`src/sv/slx_pkg.sv`:
```
package slx_pkg;

  // text geometry
  localparam int MAX_TEXT  = 4096;
  localparam int POS_W     = 12;
  localparam int LEN_W     = 12;
  localparam int POS_MAX_I = ((MAX_TEXT - 1) < 4095) ? (MAX_TEXT - 1) : 4095;
  localparam logic [POS_W-1:0] POS_MAX = POS_MAX_I[POS_W-1:0];
  localparam logic [LEN_W-1:0] LEN_MAX = {LEN_W{1'b1}};

  // word buffer
  localparam int BUF_DEPTH = 12;
  localparam int BUF_IDX_W = 4;
  localparam int FNAME_DOT = 8;

  // lexer modes
  localparam logic [2:0] MODE_IDLE   = 3'd0;
  localparam logic [2:0] MODE_WORD   = 3'd1;
  localparam logic [2:0] MODE_DOLLAR = 3'd2;
  localparam logic [2:0] MODE_VAR    = 3'd3;
  localparam logic [2:0] MODE_DEAD   = 3'd4;

  // token kinds
  localparam logic [4:0] KIND_LS       = 5'd0;
  localparam logic [4:0] KIND_FILENAME = 5'd7;
  localparam logic [4:0] KIND_FOLDER   = 5'd8;
  localparam logic [4:0] KIND_VARIABLE = 5'd9;
  localparam logic [4:0] KIND_SLASH    = 5'd10;
  localparam logic [4:0] KIND_ASSIGN   = 5'd11;
  localparam logic [4:0] KIND_PLUS     = 5'd12;
  localparam logic [4:0] KIND_MINUS    = 5'd13;
  localparam logic [4:0] KIND_STAR     = 5'd14;
  localparam logic [4:0] KIND_LPAREN   = 5'd15;
  localparam logic [4:0] KIND_RPAREN   = 5'd16;
  localparam logic [4:0] KIND_END      = 5'd17;

  // error codes
  localparam logic [2:0] ERR_NONE       = 3'd0;
  localparam logic [2:0] ERR_BAD_83     = 3'd1;
  localparam logic [2:0] ERR_FOLDER_LEN = 3'd2;
  localparam logic [2:0] ERR_DOLLAR     = 3'd3;
  localparam logic [2:0] ERR_UNEXPECTED = 3'd4;

  // keyword table, index equals token kind
  localparam int KW_NUM    = 7;
  localparam int KW_MAXLEN = 5;
  localparam logic [7:0] KW_CHARS [KW_NUM][KW_MAXLEN] = '{
    '{"l", "s", 8'h00, 8'h00, 8'h00},
    '{"c", "d", 8'h00, 8'h00, 8'h00},
    '{"c", "a", "t", 8'h00, 8'h00},
    '{"p", "r", "i", "n", "t"},
    '{"e", "x", "e", "c", 8'h00},
    '{"s", "e", "t", 8'h00, 8'h00},
    '{"e", "c", "h", "o", 8'h00}
  };
  localparam logic [2:0] KW_LEN [KW_NUM] = '{3'd2, 3'd2, 3'd3, 3'd5, 3'd4, 3'd3, 3'd4};

  // result queue
  localparam int QDEPTH = 4;
  localparam int QPTR_W = 2;

  typedef struct packed {
    logic [4:0]       kind;
    logic [2:0]       err;
    logic [POS_W-1:0] start;
    logic [LEN_W-1:0] len;
    logic [7:0]       bad;
  } res_t;

  // everything one input item causes: one or two results
  typedef struct packed {
    res_t r0;
    res_t r1;
    logic two;
  } pair_t;

  typedef struct packed {
    logic [7:0] sep;
    logic [3:0] limit;
  } cfg_t;

endpackage

```
`src/sv/slx_if.sv`:
```
interface lex_in_if;
  logic       valid;
  logic       ready;
  logic [7:0] ch;
  logic       end_of_text;

  modport source (output valid, output ch, output end_of_text, input ready);
  modport sink (input valid, input ch, input end_of_text, output ready);
endinterface

interface lex_out_if;
  logic        valid;
  logic        ready;
  logic [4:0]  token_kind;
  logic [2:0]  error_code;
  logic [11:0] start_pos;
  logic [11:0] token_len;
  logic [7:0]  bad_char;
  logic        last_of_run;

  modport source (output valid, output token_kind, output error_code, output start_pos,
                  output token_len, output bad_char, output last_of_run, input ready);
  modport sink (input valid, input token_kind, input error_code, input start_pos,
                input token_len, input bad_char, input last_of_run, output ready);
endinterface

```
`src/sv/slx_front.sv`:
```
module slx_front
  import slx_pkg::*;
(
  input  logic     clk_i,
  input  logic     rst_ni,
  lex_in_if.sink   in_i,
  input  cfg_t     cfg_i,
  input  logic     q_ready_i,
  output logic     push_o,
  output pair_t    pair_o
);

  localparam logic [7:0] CH_DOT    = ".";
  localparam logic [7:0] CH_EQ     = "=";
  localparam logic [7:0] CH_PLUS   = "+";
  localparam logic [7:0] CH_MINUS  = "-";
  localparam logic [7:0] CH_STAR   = "*";
  localparam logic [7:0] CH_LPAREN = "(";
  localparam logic [7:0] CH_RPAREN = ")";
  localparam logic [7:0] CH_DOLLAR = "$";

  function automatic logic is_alpha(logic [7:0] c);
    return (c inside {[8'h41:8'h5A], [8'h61:8'h7A]});
  endfunction

  function automatic logic is_digit(logic [7:0] c);
    return (c inside {[8'h30:8'h39]});
  endfunction

  function automatic logic is_space(logic [7:0] c);
    return (c inside {[8'd9:8'd13], 8'd32});
  endfunction

  function automatic res_t mk_res(logic [4:0] kind, logic [2:0] err,
                                  logic [POS_W-1:0] start, logic [LEN_W-1:0] len,
                                  logic [7:0] bad);
    res_t r;
    r.kind  = kind;
    r.err   = err;
    r.start = start;
    r.len   = len;
    r.bad   = bad;
    return r;
  endfunction

  logic [2:0]       mode_q, mode_d;
  logic [LEN_W-1:0] cnt_q, cnt_d;
  logic             dot_q, dot_d;
  logic [POS_W-1:0] start_q, start_d;
  logic [POS_W-1:0] cpos_q, cpos_d;
  logic [7:0]       buf_q [BUF_DEPTH];

  logic                 wr_en;
  logic [BUF_IDX_W-1:0] wr_idx;
  logic                 in_fire;
  logic [7:0]           c;
  logic [POS_W-1:0]     pos_inc;
  logic [LEN_W-1:0]     cnt_inc;

  logic       kw_hit, kw_match, fname_ok;
  logic [4:0] kw_kind;
  res_t       word_res;
  logic       word_bad;

  logic cls_v, new_v, fall, bad;
  res_t cls_r, new_r;

  assign in_i.ready = q_ready_i;
  assign in_fire    = in_i.valid && q_ready_i;
  assign c          = in_i.ch;
  assign pos_inc    = (cpos_q < POS_MAX) ? cpos_q + 1'b1 : cpos_q;
  assign cnt_inc    = (cnt_q < LEN_MAX) ? cnt_q + 1'b1 : cnt_q;

  // classify the word held in the buffer
  always_comb begin
    kw_hit  = 1'b0;
    kw_kind = KIND_LS;
    for (int k = 0; k < KW_NUM; k++) begin
      kw_match = (cnt_q == LEN_W'(KW_LEN[k]));
      for (int j = 0; j < KW_MAXLEN; j++) begin
        if (j < int'(KW_LEN[k])) begin
          kw_match = kw_match && (buf_q[j] == KW_CHARS[k][j]);
        end
      end
      if (kw_match && !kw_hit) begin
        kw_hit  = 1'b1;
        kw_kind = 5'(k);
      end
    end

    fname_ok = (cnt_q == LEN_W'(BUF_DEPTH));
    for (int i = 0; i < BUF_DEPTH; i++) begin
      if (i == FNAME_DOT) begin
        fname_ok = fname_ok && (buf_q[i] == CH_DOT);
      end else begin
        fname_ok = fname_ok && is_alpha(buf_q[i]);
      end
    end

    word_bad = 1'b0;
    if (kw_hit) begin
      word_res = mk_res(kw_kind, ERR_NONE, start_q, cnt_q, 8'h00);
    end else if (fname_ok) begin
      word_res = mk_res(KIND_FILENAME, ERR_NONE, start_q, cnt_q, 8'h00);
    end else if (dot_q) begin
      word_res = mk_res(KIND_LS, ERR_BAD_83, start_q, cnt_q, 8'h00);
      word_bad = 1'b1;
    end else if (cnt_q <= LEN_W'(cfg_i.limit)) begin
      word_res = mk_res(KIND_FOLDER, ERR_NONE, start_q, cnt_q, 8'h00);
    end else begin
      word_res = mk_res(KIND_LS, ERR_FOLDER_LEN, start_q, cnt_q, 8'h00);
      word_bad = 1'b1;
    end
  end

  always_comb begin
    mode_d  = mode_q;
    cnt_d   = cnt_q;
    dot_d   = dot_q;
    start_d = start_q;
    cpos_d  = cpos_q;
    wr_en   = 1'b0;
    wr_idx  = cnt_q[BUF_IDX_W-1:0];
    cls_v   = 1'b0;
    cls_r   = word_res;
    new_v   = 1'b0;
    new_r   = mk_res(KIND_END, ERR_NONE, cpos_q, '0, 8'h00);
    fall    = 1'b0;
    bad     = 1'b0;

    if (in_fire) begin
      if (mode_q == MODE_DEAD) begin
        if (in_i.end_of_text) begin
          mode_d  = MODE_IDLE;
          cnt_d   = '0;
          dot_d   = 1'b0;
          start_d = '0;
          cpos_d  = '0;
        end else begin
          cpos_d = pos_inc;
        end
      end else if (in_i.end_of_text) begin
        case (mode_q)
          MODE_WORD: begin
            cls_v = 1'b1;
            bad   = word_bad;
          end
          MODE_DOLLAR: begin
            cls_v = 1'b1;
            cls_r = mk_res(KIND_LS, ERR_DOLLAR, start_q, LEN_W'(1), 8'h00);
            bad   = 1'b1;
          end
          MODE_VAR: begin
            cls_v = 1'b1;
            cls_r = mk_res(KIND_VARIABLE, ERR_NONE, start_q, cnt_q, 8'h00);
          end
          default: ;
        endcase
        new_v   = !bad;
        mode_d  = MODE_IDLE;
        cnt_d   = '0;
        dot_d   = 1'b0;
        start_d = '0;
        cpos_d  = '0;
      end else begin
        cpos_d = pos_inc;
        case (mode_q)
          MODE_WORD: begin
            if (is_alpha(c) || c == CH_DOT) begin
              wr_en = (cnt_q < LEN_W'(BUF_DEPTH));
              cnt_d = cnt_inc;
              if (c == CH_DOT) begin
                dot_d = 1'b1;
              end
            end else begin
              cls_v = 1'b1;
              if (word_bad) begin
                mode_d = MODE_DEAD;
              end else begin
                fall = 1'b1;
              end
            end
          end
          MODE_DOLLAR: begin
            if (is_alpha(c)) begin
              mode_d = MODE_VAR;
              cnt_d  = LEN_W'(2);
            end else begin
              cls_v  = 1'b1;
              cls_r  = mk_res(KIND_LS, ERR_DOLLAR, start_q, LEN_W'(1), 8'h00);
              mode_d = MODE_DEAD;
            end
          end
          MODE_VAR: begin
            if (is_alpha(c) || is_digit(c)) begin
              cnt_d = cnt_inc;
            end else begin
              cls_v = 1'b1;
              cls_r = mk_res(KIND_VARIABLE, ERR_NONE, start_q, cnt_q, 8'h00);
              fall  = 1'b1;
            end
          end
          default: fall = 1'b1;
        endcase

        // the character starts something new
        if (fall) begin
          mode_d = MODE_IDLE;
          new_r  = mk_res(KIND_SLASH, ERR_NONE, cpos_q, LEN_W'(1), 8'h00);
          if (is_space(c)) begin
            new_v = 1'b0;
          end else if (c == cfg_i.sep) begin
            new_v = 1'b1;
          end else if (c == CH_EQ) begin
            new_v      = 1'b1;
            new_r.kind = KIND_ASSIGN;
          end else if (c == CH_PLUS) begin
            new_v      = 1'b1;
            new_r.kind = KIND_PLUS;
          end else if (c == CH_MINUS) begin
            new_v      = 1'b1;
            new_r.kind = KIND_MINUS;
          end else if (c == CH_STAR) begin
            new_v      = 1'b1;
            new_r.kind = KIND_STAR;
          end else if (c == CH_LPAREN) begin
            new_v      = 1'b1;
            new_r.kind = KIND_LPAREN;
          end else if (c == CH_RPAREN) begin
            new_v      = 1'b1;
            new_r.kind = KIND_RPAREN;
          end else if (c == CH_DOLLAR) begin
            mode_d  = MODE_DOLLAR;
            start_d = cpos_q;
            cnt_d   = LEN_W'(1);
          end else if (is_alpha(c)) begin
            mode_d  = MODE_WORD;
            start_d = cpos_q;
            wr_en   = 1'b1;
            wr_idx  = '0;
            cnt_d   = LEN_W'(1);
            dot_d   = 1'b0;
          end else begin
            new_v  = 1'b1;
            new_r  = mk_res(KIND_LS, ERR_UNEXPECTED, cpos_q, LEN_W'(1), c);
            mode_d = MODE_DEAD;
          end
        end
      end
    end

    if (cls_v) begin
      pair_o.r0  = cls_r;
      pair_o.r1  = new_r;
      pair_o.two = new_v;
      push_o     = 1'b1;
    end else begin
      pair_o.r0  = new_r;
      pair_o.r1  = new_r;
      pair_o.two = 1'b0;
      push_o     = new_v;
    end
  end

  always_ff @(posedge clk_i or negedge rst_ni) begin
    if (!rst_ni) begin
      mode_q  <= MODE_IDLE;
      cnt_q   <= '0;
      dot_q   <= 1'b0;
      start_q <= '0;
      cpos_q  <= '0;
    end else begin
      mode_q  <= mode_d;
      cnt_q   <= cnt_d;
      dot_q   <= dot_d;
      start_q <= start_d;
      cpos_q  <= cpos_d;
    end
  end

  always_ff @(posedge clk_i) begin
    if (wr_en) begin
      buf_q[wr_idx] <= c;
    end
  end

endmodule

```
`src/sv/slx_queue.sv`:
```
module slx_queue
  import slx_pkg::*;
(
  input  logic  clk_i,
  input  logic  rst_ni,
  input  logic  push_i,
  input  pair_t push_data_i,
  output logic  ready_o,
  input  logic  pop_i,
  output logic  avail_o,
  output pair_t head_o
);

  pair_t             mem_q [QDEPTH];
  logic [QPTR_W-1:0] wr_ptr_q, rd_ptr_q;
  logic [QPTR_W:0]   cnt_q;

  assign ready_o = (cnt_q != (QPTR_W+1)'(QDEPTH));
  assign avail_o = (cnt_q != '0);
  assign head_o  = mem_q[rd_ptr_q];

  always_ff @(posedge clk_i or negedge rst_ni) begin
    if (!rst_ni) begin
      wr_ptr_q <= '0;
      rd_ptr_q <= '0;
      cnt_q    <= '0;
    end else begin
      if (push_i) begin
        wr_ptr_q <= wr_ptr_q + 1'b1;
      end
      if (pop_i) begin
        rd_ptr_q <= rd_ptr_q + 1'b1;
      end
      if (push_i && !pop_i) begin
        cnt_q <= cnt_q + 1'b1;
      end else if (pop_i && !push_i) begin
        cnt_q <= cnt_q - 1'b1;
      end
    end
  end

  always_ff @(posedge clk_i) begin
    if (push_i) begin
      mem_q[wr_ptr_q] <= push_data_i;
    end
  end

endmodule

```
`src/sv/slx_back.sv`:
```
module slx_back
  import slx_pkg::*;
(
  input  logic       clk_i,
  input  logic       rst_ni,
  input  logic       avail_i,
  input  pair_t      head_i,
  output logic       pop_o,
  lex_out_if.source  out_o
);

  logic  valid_q;
  logic  idx_q;
  pair_t pair_q;
  logic  last;
  logic  fire;
  res_t  cur;

  assign last  = !pair_q.two || idx_q;
  assign fire  = valid_q && out_o.ready;
  assign pop_o = avail_i && (!valid_q || (fire && last));
  assign cur   = idx_q ? pair_q.r1 : pair_q.r0;

  assign out_o.valid       = valid_q;
  assign out_o.token_kind  = cur.kind;
  assign out_o.error_code  = cur.err;
  assign out_o.start_pos   = cur.start;
  assign out_o.token_len   = cur.len;
  assign out_o.bad_char    = cur.bad;
  assign out_o.last_of_run = last;

  always_ff @(posedge clk_i or negedge rst_ni) begin
    if (!rst_ni) begin
      valid_q <= 1'b0;
      idx_q   <= 1'b0;
    end else if (pop_o) begin
      valid_q <= 1'b1;
      idx_q   <= 1'b0;
    end else if (fire) begin
      if (last) begin
        valid_q <= 1'b0;
        idx_q   <= 1'b0;
      end else begin
        idx_q <= 1'b1;
      end
    end
  end

  always_ff @(posedge clk_i) begin
    if (pop_o) begin
      pair_q <= head_i;
    end
  end

endmodule

```
`src/sv/shell_command_lexer.sv`:
```
// a result passes through the result queue and the output register before it is offered
// throughput: one character per cycle; an item with two results hands them out in two output transfers
// the front lexer stalls only when its four-entry result queue is full
// reset: rst_ni is asynchronous, active low; it clears the lexer to idle at position 0,
// empties the queue and the output stage, and loads separator '/' and folder limit 8
module shell_command_lexer
  import slx_pkg::*;
(
  input  logic         clk_i,
  input  logic         rst_ni,
  lex_in_if.sink       in_i,
  lex_out_if.source    out_o,
  input  logic         psel,
  input  logic         penable,
  input  logic         pwrite,
  input  logic [2:0]   paddr,
  input  logic [31:0]  pwdata,
  output logic [31:0]  prdata,
  output logic         pready
);

  // register selects, one word apart
  localparam logic REG_SEP   = 1'b0;
  localparam logic REG_LIMIT = 1'b1;

  cfg_t  cfg_q;
  logic  cfg_wr;

  logic  push;
  pair_t push_pair;
  logic  q_ready;
  logic  q_avail;
  logic  pop;
  pair_t head;

  // configuration port: no wait states, write on the access phase
  assign pready = 1'b1;
  assign cfg_wr = psel && penable && pwrite && pready;

  always_ff @(posedge clk_i or negedge rst_ni) begin
    if (!rst_ni) begin
      cfg_q.sep   <= 8'd47;
      cfg_q.limit <= 4'd8;
    end else if (cfg_wr) begin
      case (paddr[2])
        REG_SEP:   cfg_q.sep   <= pwdata[7:0];
        REG_LIMIT: cfg_q.limit <= pwdata[3:0];
        default: ;
      endcase
    end
  end

  // readback of the selected register, zero extended
  always_comb begin
    case (paddr[2])
      REG_SEP:   prdata = {24'h0, cfg_q.sep};
      REG_LIMIT: prdata = {28'h0, cfg_q.limit};
      default:   prdata = '0;
    endcase
  end

  // front: takes characters, tracks the word and emits the results of each transfer
  slx_front u_front (
    .clk_i     (clk_i),
    .rst_ni    (rst_ni),
    .in_i      (in_i),
    .cfg_i     (cfg_q),
    .q_ready_i (q_ready),
    .push_o    (push),
    .pair_o    (push_pair)
  );

  // short queue of result groups so the two sides stall independently
  slx_queue u_queue (
    .clk_i       (clk_i),
    .rst_ni      (rst_ni),
    .push_i      (push),
    .push_data_i (push_pair),
    .ready_o     (q_ready),
    .pop_i       (pop),
    .avail_o     (q_avail),
    .head_o      (head)
  );

  // back: output register that hands out one result per transfer
  slx_back u_back (
    .clk_i   (clk_i),
    .rst_ni  (rst_ni),
    .avail_i (q_avail),
    .head_i  (head),
    .pop_o   (pop),
    .out_o   (out_o)
  );

endmodule

```
`src/flat_wrapper.sv`:
```
// flat-port wrapper written by rule: the top's interface ports become plain ports
module shell_command_lexer_flat import slx_pkg::*;
  (clk_i, rst_ni, psel, penable, pwrite, paddr, pwdata, prdata, pready, in_i_valid, in_i_ch, in_i_end_of_text, in_i_ready, out_o_valid, out_o_token_kind, out_o_error_code, out_o_start_pos, out_o_token_len, out_o_bad_char, out_o_last_of_run, out_o_ready);
  lex_in_if in_i_i ();
  lex_out_if out_o_i ();
  input  logic clk_i;
  input  logic rst_ni;
  input  logic psel;
  input  logic penable;
  input  logic pwrite;
  input  logic [2:0] paddr;
  input  logic [31:0] pwdata;
  output logic [31:0] prdata;
  output logic pready;
  input wire logic [$bits(in_i_i.valid)-1:0] in_i_valid;
  input wire logic [$bits(in_i_i.ch)-1:0] in_i_ch;
  input wire logic [$bits(in_i_i.end_of_text)-1:0] in_i_end_of_text;
  output wire logic [$bits(in_i_i.ready)-1:0] in_i_ready;
  output wire logic [$bits(out_o_i.valid)-1:0] out_o_valid;
  output wire logic [$bits(out_o_i.token_kind)-1:0] out_o_token_kind;
  output wire logic [$bits(out_o_i.error_code)-1:0] out_o_error_code;
  output wire logic [$bits(out_o_i.start_pos)-1:0] out_o_start_pos;
  output wire logic [$bits(out_o_i.token_len)-1:0] out_o_token_len;
  output wire logic [$bits(out_o_i.bad_char)-1:0] out_o_bad_char;
  output wire logic [$bits(out_o_i.last_of_run)-1:0] out_o_last_of_run;
  input wire logic [$bits(out_o_i.ready)-1:0] out_o_ready;
  assign in_i_i.valid = in_i_valid;
  assign in_i_i.ch = in_i_ch;
  assign in_i_i.end_of_text = in_i_end_of_text;
  assign in_i_ready = in_i_i.ready;
  assign out_o_valid = out_o_i.valid;
  assign out_o_token_kind = out_o_i.token_kind;
  assign out_o_error_code = out_o_i.error_code;
  assign out_o_start_pos = out_o_i.start_pos;
  assign out_o_token_len = out_o_i.token_len;
  assign out_o_bad_char = out_o_i.bad_char;
  assign out_o_last_of_run = out_o_i.last_of_run;
  assign out_o_i.ready = out_o_ready;
  shell_command_lexer u_core (.clk_i(clk_i), .rst_ni(rst_ni), .in_i(in_i_i), .out_o(out_o_i), .psel(psel), .penable(penable), .pwrite(pwrite), .paddr(paddr), .pwdata(pwdata), .prdata(prdata), .pready(pready));
endmodule
```
`config.mk`:
```
export PLATFORM = sky130hd
export DESIGN_NAME = shell_command_lexer_flat
export DESIGN_NICKNAME = d
export VERILOG_FILES = /design/src/sv/slx_pkg.sv /design/src/sv/slx_if.sv /design/src/sv/slx_front.sv /design/src/sv/slx_queue.sv /design/src/sv/slx_back.sv /design/src/sv/shell_command_lexer.sv /design/src/flat_wrapper.sv
export SDC_FILE = /design/constraint.sdc
export NUM_CORES = 1
export LEC_CHECK = 0
export ABC_AREA = 1
export ABC_CLOCK_PERIOD_IN_PS = 4500
export BUFFER_PORTS_ARGS = -buffer_cell sky130_fd_sc_hd__buf_2
export CAP_MARGIN = 20
export CORE_MARGIN = 1.5
export CORE_UTILIZATION = 35
export DETAILED_ROUTE_END_ITERATION = 6
export PLACE_DENSITY_LB_ADDON = 0.1
export SLEW_MARGIN = 40
export SYNTH_ARGS = -nofsm -noshare
export SYNTH_HDL_FRONTEND = slang
export SYNTH_HIERARCHICAL = 1
export SYNTH_SLANG_ARGS = --single-unit
```
`constraint.sdc`:
```
create_clock -name clk_i -period 4.5 [get_ports clk_i]
set_input_delay 0.9 -clock clk_i [delete_from_list [all_inputs] [get_ports clk_i]]
set_output_delay 0.9 -clock clk_i [all_outputs]
set_load 0.05 [all_outputs]
```
==> flow_metrics.py <==
metrics = {
    "setup_path": {
        "crit_end": "u_core/u_queue/mem_q[3][47]",
        "critPathKind": "flop to flop",
        "critical_path.startpoint_type": "flop",
        "crit_required_ns": 4.84,
        "r2r_cells": 21,
        "worst-path-max-fanout": 14,
        "cp_data_arrival_time_ns": 4.14,
        "reg2reg_slack_ns": 0.70,
        "regToRegEndpoint": "u_core/u_queue/mem_q[3][47]",
        "cp-end-kind": "flop",
        "r2r-start": "u_core/u_front/cnt_q[1]",
        "worstSetupStartpoint": "u_core/u_front/cnt_q[1]",
    },
    "timing": {
        "max_freq_ghz": 0.263,
        "hold_viol_final": 0,
        "period_needed_ns": 3.80,
        "relSlewSlack_pct": 42.2,
        "skew_ns": 0.0276,
        "fin_setup_tns_ns": 0,
        "finalMaxSlewViolations": 0,
        "fin_crit_sh_pct": 84.5,
        "finalWorstSetupSlack_ns": 0.699,
        "finalSetupViolations": 0,
        "tightestPinTransition_ns": 0.864,
        "rsz0062_at_grt": "no",
    },
    "synthesis": {
        "synth_edf_count": 495,
        "synthDistinctLibCells": 54,
        "syn_area_um2": 26100,
        "ys_warn_count": 6,
        "synth_cells": 2318,
        "synth_area_per_cell_um2": 11.3,
        "ys_ff_latch": 556,
        "yosysSeqAreaShare_pct": 62.8,
        "synthArstFlopShare_pct": 11.0,
        "synth_top_flop_cell": "edfxtp_1",
    },
    "cts": {
        "clkTransAtPathRegs_ns": 0.06,
        "cts_sinks": 556,
        "numCtsBuffers": 67,
        "tritoncts": "built",
        "cts_hold_buf": 0,
        "insertion_delay_ns": 0.60,
        "cts-root-buf": "clkbuf_16",
        "post_cts_buffers": 0,
        "cts_resized": 0,
        "cts-htree-levels": 3,
        "clk_path_buf_depth": 3,
    },
    "global_routing": {
        "grt.met3_usage_pct": 2.26,
        "met1_usage_pct": 23.7,
        "grt_pass1_wl_um": 97500,
        "grt_max_degree": 84,
        "gr-total-overflow": 0,
        "antenna_found_initial": 2,
        "gr-usage-all-layers_pct": 16.6,
        "first_global_vias": 16000,
        "busiest_layer": "met2",
        "use_met2_pct": 26.3,
    },
    "finish": {
        "final_common_cell": "nand2_1",
        "final_net_count": 2502,
        "layout_common_cells": "nand2_1, edfxtp_1, inv_1",
        "final_layout_size_suffix_gt1_share_pct": 22.1,
        "nFillCells": 7035,
        "syn_to_final_growth_pct": 12.9,
        "final_core_util_pct": 40.2,
    },
    "floorplan": {
        "rows": 99,
        "core_um2": 73300,
        "ios": 127,
        "start_util_pct": 35.6,
        "chipHeight_um": 276,
        "design.die.area_um2": 76200,
        "die_w_um": 276,
    },
    "place": {
        "place.gp.congestion": 0.857,
        "post-place-ws_ns": 0.343,
        "port_buffers": 75,
        "dp_hpwl_um": 40800,
    },
    "power_and_ir_drop": {
        "power.internal_w": 0.0115,
        "powerDensity_nw_per_um2": 627,
        "p_switching_w": 0.00701,
        "comb_power_share_pct": 33.0,
        "power_frac_seq_pct": 39.7,
        "leakagePower_nw": 12.0,
        "netSwitchingFraction_pct": 37.9,
        "peakVddDrop_uv": 411,
        "p_clk_share_pct": 27.3,
    },
    "route": {
        "dr.pass1.iters": 5,
        "ant_nets": 0,
        "wire_per_inst_um": 18.3,
        "finalWirelength_um": 63200,
        "vias": 16000,
        "drc_errors": 0,
        "drt_iter0_markers": 916,
        "avgViaCountPerCell": 4.64,
    },
    "job": {
        "max_cap_violations": 0,
    },
    "status": {
        "run_status": "completed",
    },
    "hold_path": {
        "hp-class": "input port to async pin",
    },
}
[routing by layer]
metal	part of all wire [%]	wire (um)
met5	0.021	13
met4	2.3	1440
met3	3.5	2190
met2	45	28600
met1	49	30900
[worst min path at each step]
stage                    start  cells after the start                        end
6_report                rst_ni                      1  u_core/u_front/start_q[1]
5_1_grt                 rst_ni                      1  u_core/u_front/start_q[1]
4_1_cts                 rst_ni                      1  u_core/u_front/start_q[1]
3_5_place_dp   u_core/cfg_q[7]                      2            u_core/cfg_q[7]
3_3_place_gp   u_core/cfg_q[9]                      2            u_core/cfg_q[9]
2_1_floorplan  u_core/cfg_q[3]                      2            u_core/cfg_q[3]
[flip-flops by register name, indices dropped and copies added (netlist names), 2 cells and up]
| register | flops |
|---|---|
| u_core/u_front/mode_q | 3 |
| u_core/u_front/start_q | 12 |
| u_core/u_front/buf_q | 90 |
| u_core/u_queue/rd_ptr_q | 2 |
| u_core/u_queue/mem_q | 324 |
| u_core/cfg_q | 12 |
| u_core/u_queue/wr_ptr_q | 2 |
| u_core/u_queue/cnt_q | 3 |
| u_core/u_front/cnt_q | 12 |
| u_core/u_front/cpos_q | 12 |
| u_core/u_back/pair_q | 81 |
[kinds of logic after synthesis]
kind of cell	Yosys count	synth area share, %
XOR/XNOR	12	0.431
other	3	0.0431
AO/OA/AOI/OAI	274	10.0
adder cells (fa/ha/maj)	15	0.748
buffers and inverters	456	9.12
flip-flops	556	62.8
AND/OR/NAND/NOR	1002	16.8
[synthesized netlist by cell type (4+ instances only)]
cell type	n	area, um2
buf_2	30	150
edfxtp_1	495	14900
o211ai_1	6	45.0
dfrtp_1	55	1380
ha_1	14	175
buf_4	50	375
nor2_1	168	631
nor2_2	10	62.6
inv_1	313	1170
nand3_2	9	90.1
nand4_1	8	50.1
o211ai_2	158	1980
dfstp_2	6	158
nand2_4	6	67.6
nand2_2	93	582
nand2_1	589	2210
a21oi_1	27	135
buf_12	22	440
o21ai_0	23	115
inv_2	22	82.6
nand3b_1	6	45.0
nor3_1	33	165
xnor2_1	4	35.0
buf_6	10	113
o22ai_1	10	62.6
clkbuf_1	5	18.8
o21ai_1	37	185
nand3_1	64	320
xor2_1	7	61.3
[through the flow]
stage	power, W	cells	hold slack, ns	cell area, um2
floorplan	0.0122	2353	0.451	26300
global placement	0.0136	3325	0.469	27400
detailed placement	0.0137	3326	0.474	27400
CTS	0.0188	3448	0.313	29500
global route	0.0195	3448	0.332	29500
finish	0.0185	3450	0.291	29500
[power by group through the flow]
| stage | Combinational (W) | Sequential (W) | Clock [W] |
|---|---|---|---|
| finish | 0.00610 | 0.00734 | 0.00504 |
| global route | 0.00668 | 0.00744 | 0.00540 |
| CTS | 0.00626 | 0.00736 | 0.00522 |
| detailed placement | 0.00624 | 0.00746 | 0 |
| global placement | 0.00610 | 0.00751 | 0 |
| floorplan | 0.00498 | 0.00726 | 0 |
[critical path: stages (launching register included)]
cell        delay [ns]
dfrtp_1           0.51
inv_1             0.20
ha_1              0.24
inv_1             0.06
nor2_1            0.04
nand2_1           0.06
nor2_1            0.04
nand2_1           0.08
nor2_1            0.04
nand2_1           0.06
nand2_1           0.07
nor2_1            0.19
nand4_2           0.18
nand2_2           0.14
nand2_4           0.09
nand2_1           0.08
nand2_1           0.08
nand2_1           0.09
nand2_1           0.22
nand2_1           0.20
clkinvlp_4        0.48
buf_12            0.36
[layout make-up]
cell class	count	area, um2	share of cell area [%]
flip-flops and latches	556	16400	55.7
multi-input cells	1341	7470	25.3
clock buffers	89	1820	6.18
inverters	339	1300	4.40
well taps	959	1200	4.07
repair buffers	131	1050	3.57
clock inverters	33	221	0.751
diodes	2	5.00	0.0170
No activity file was read; power rests on OpenSTA's default activity.
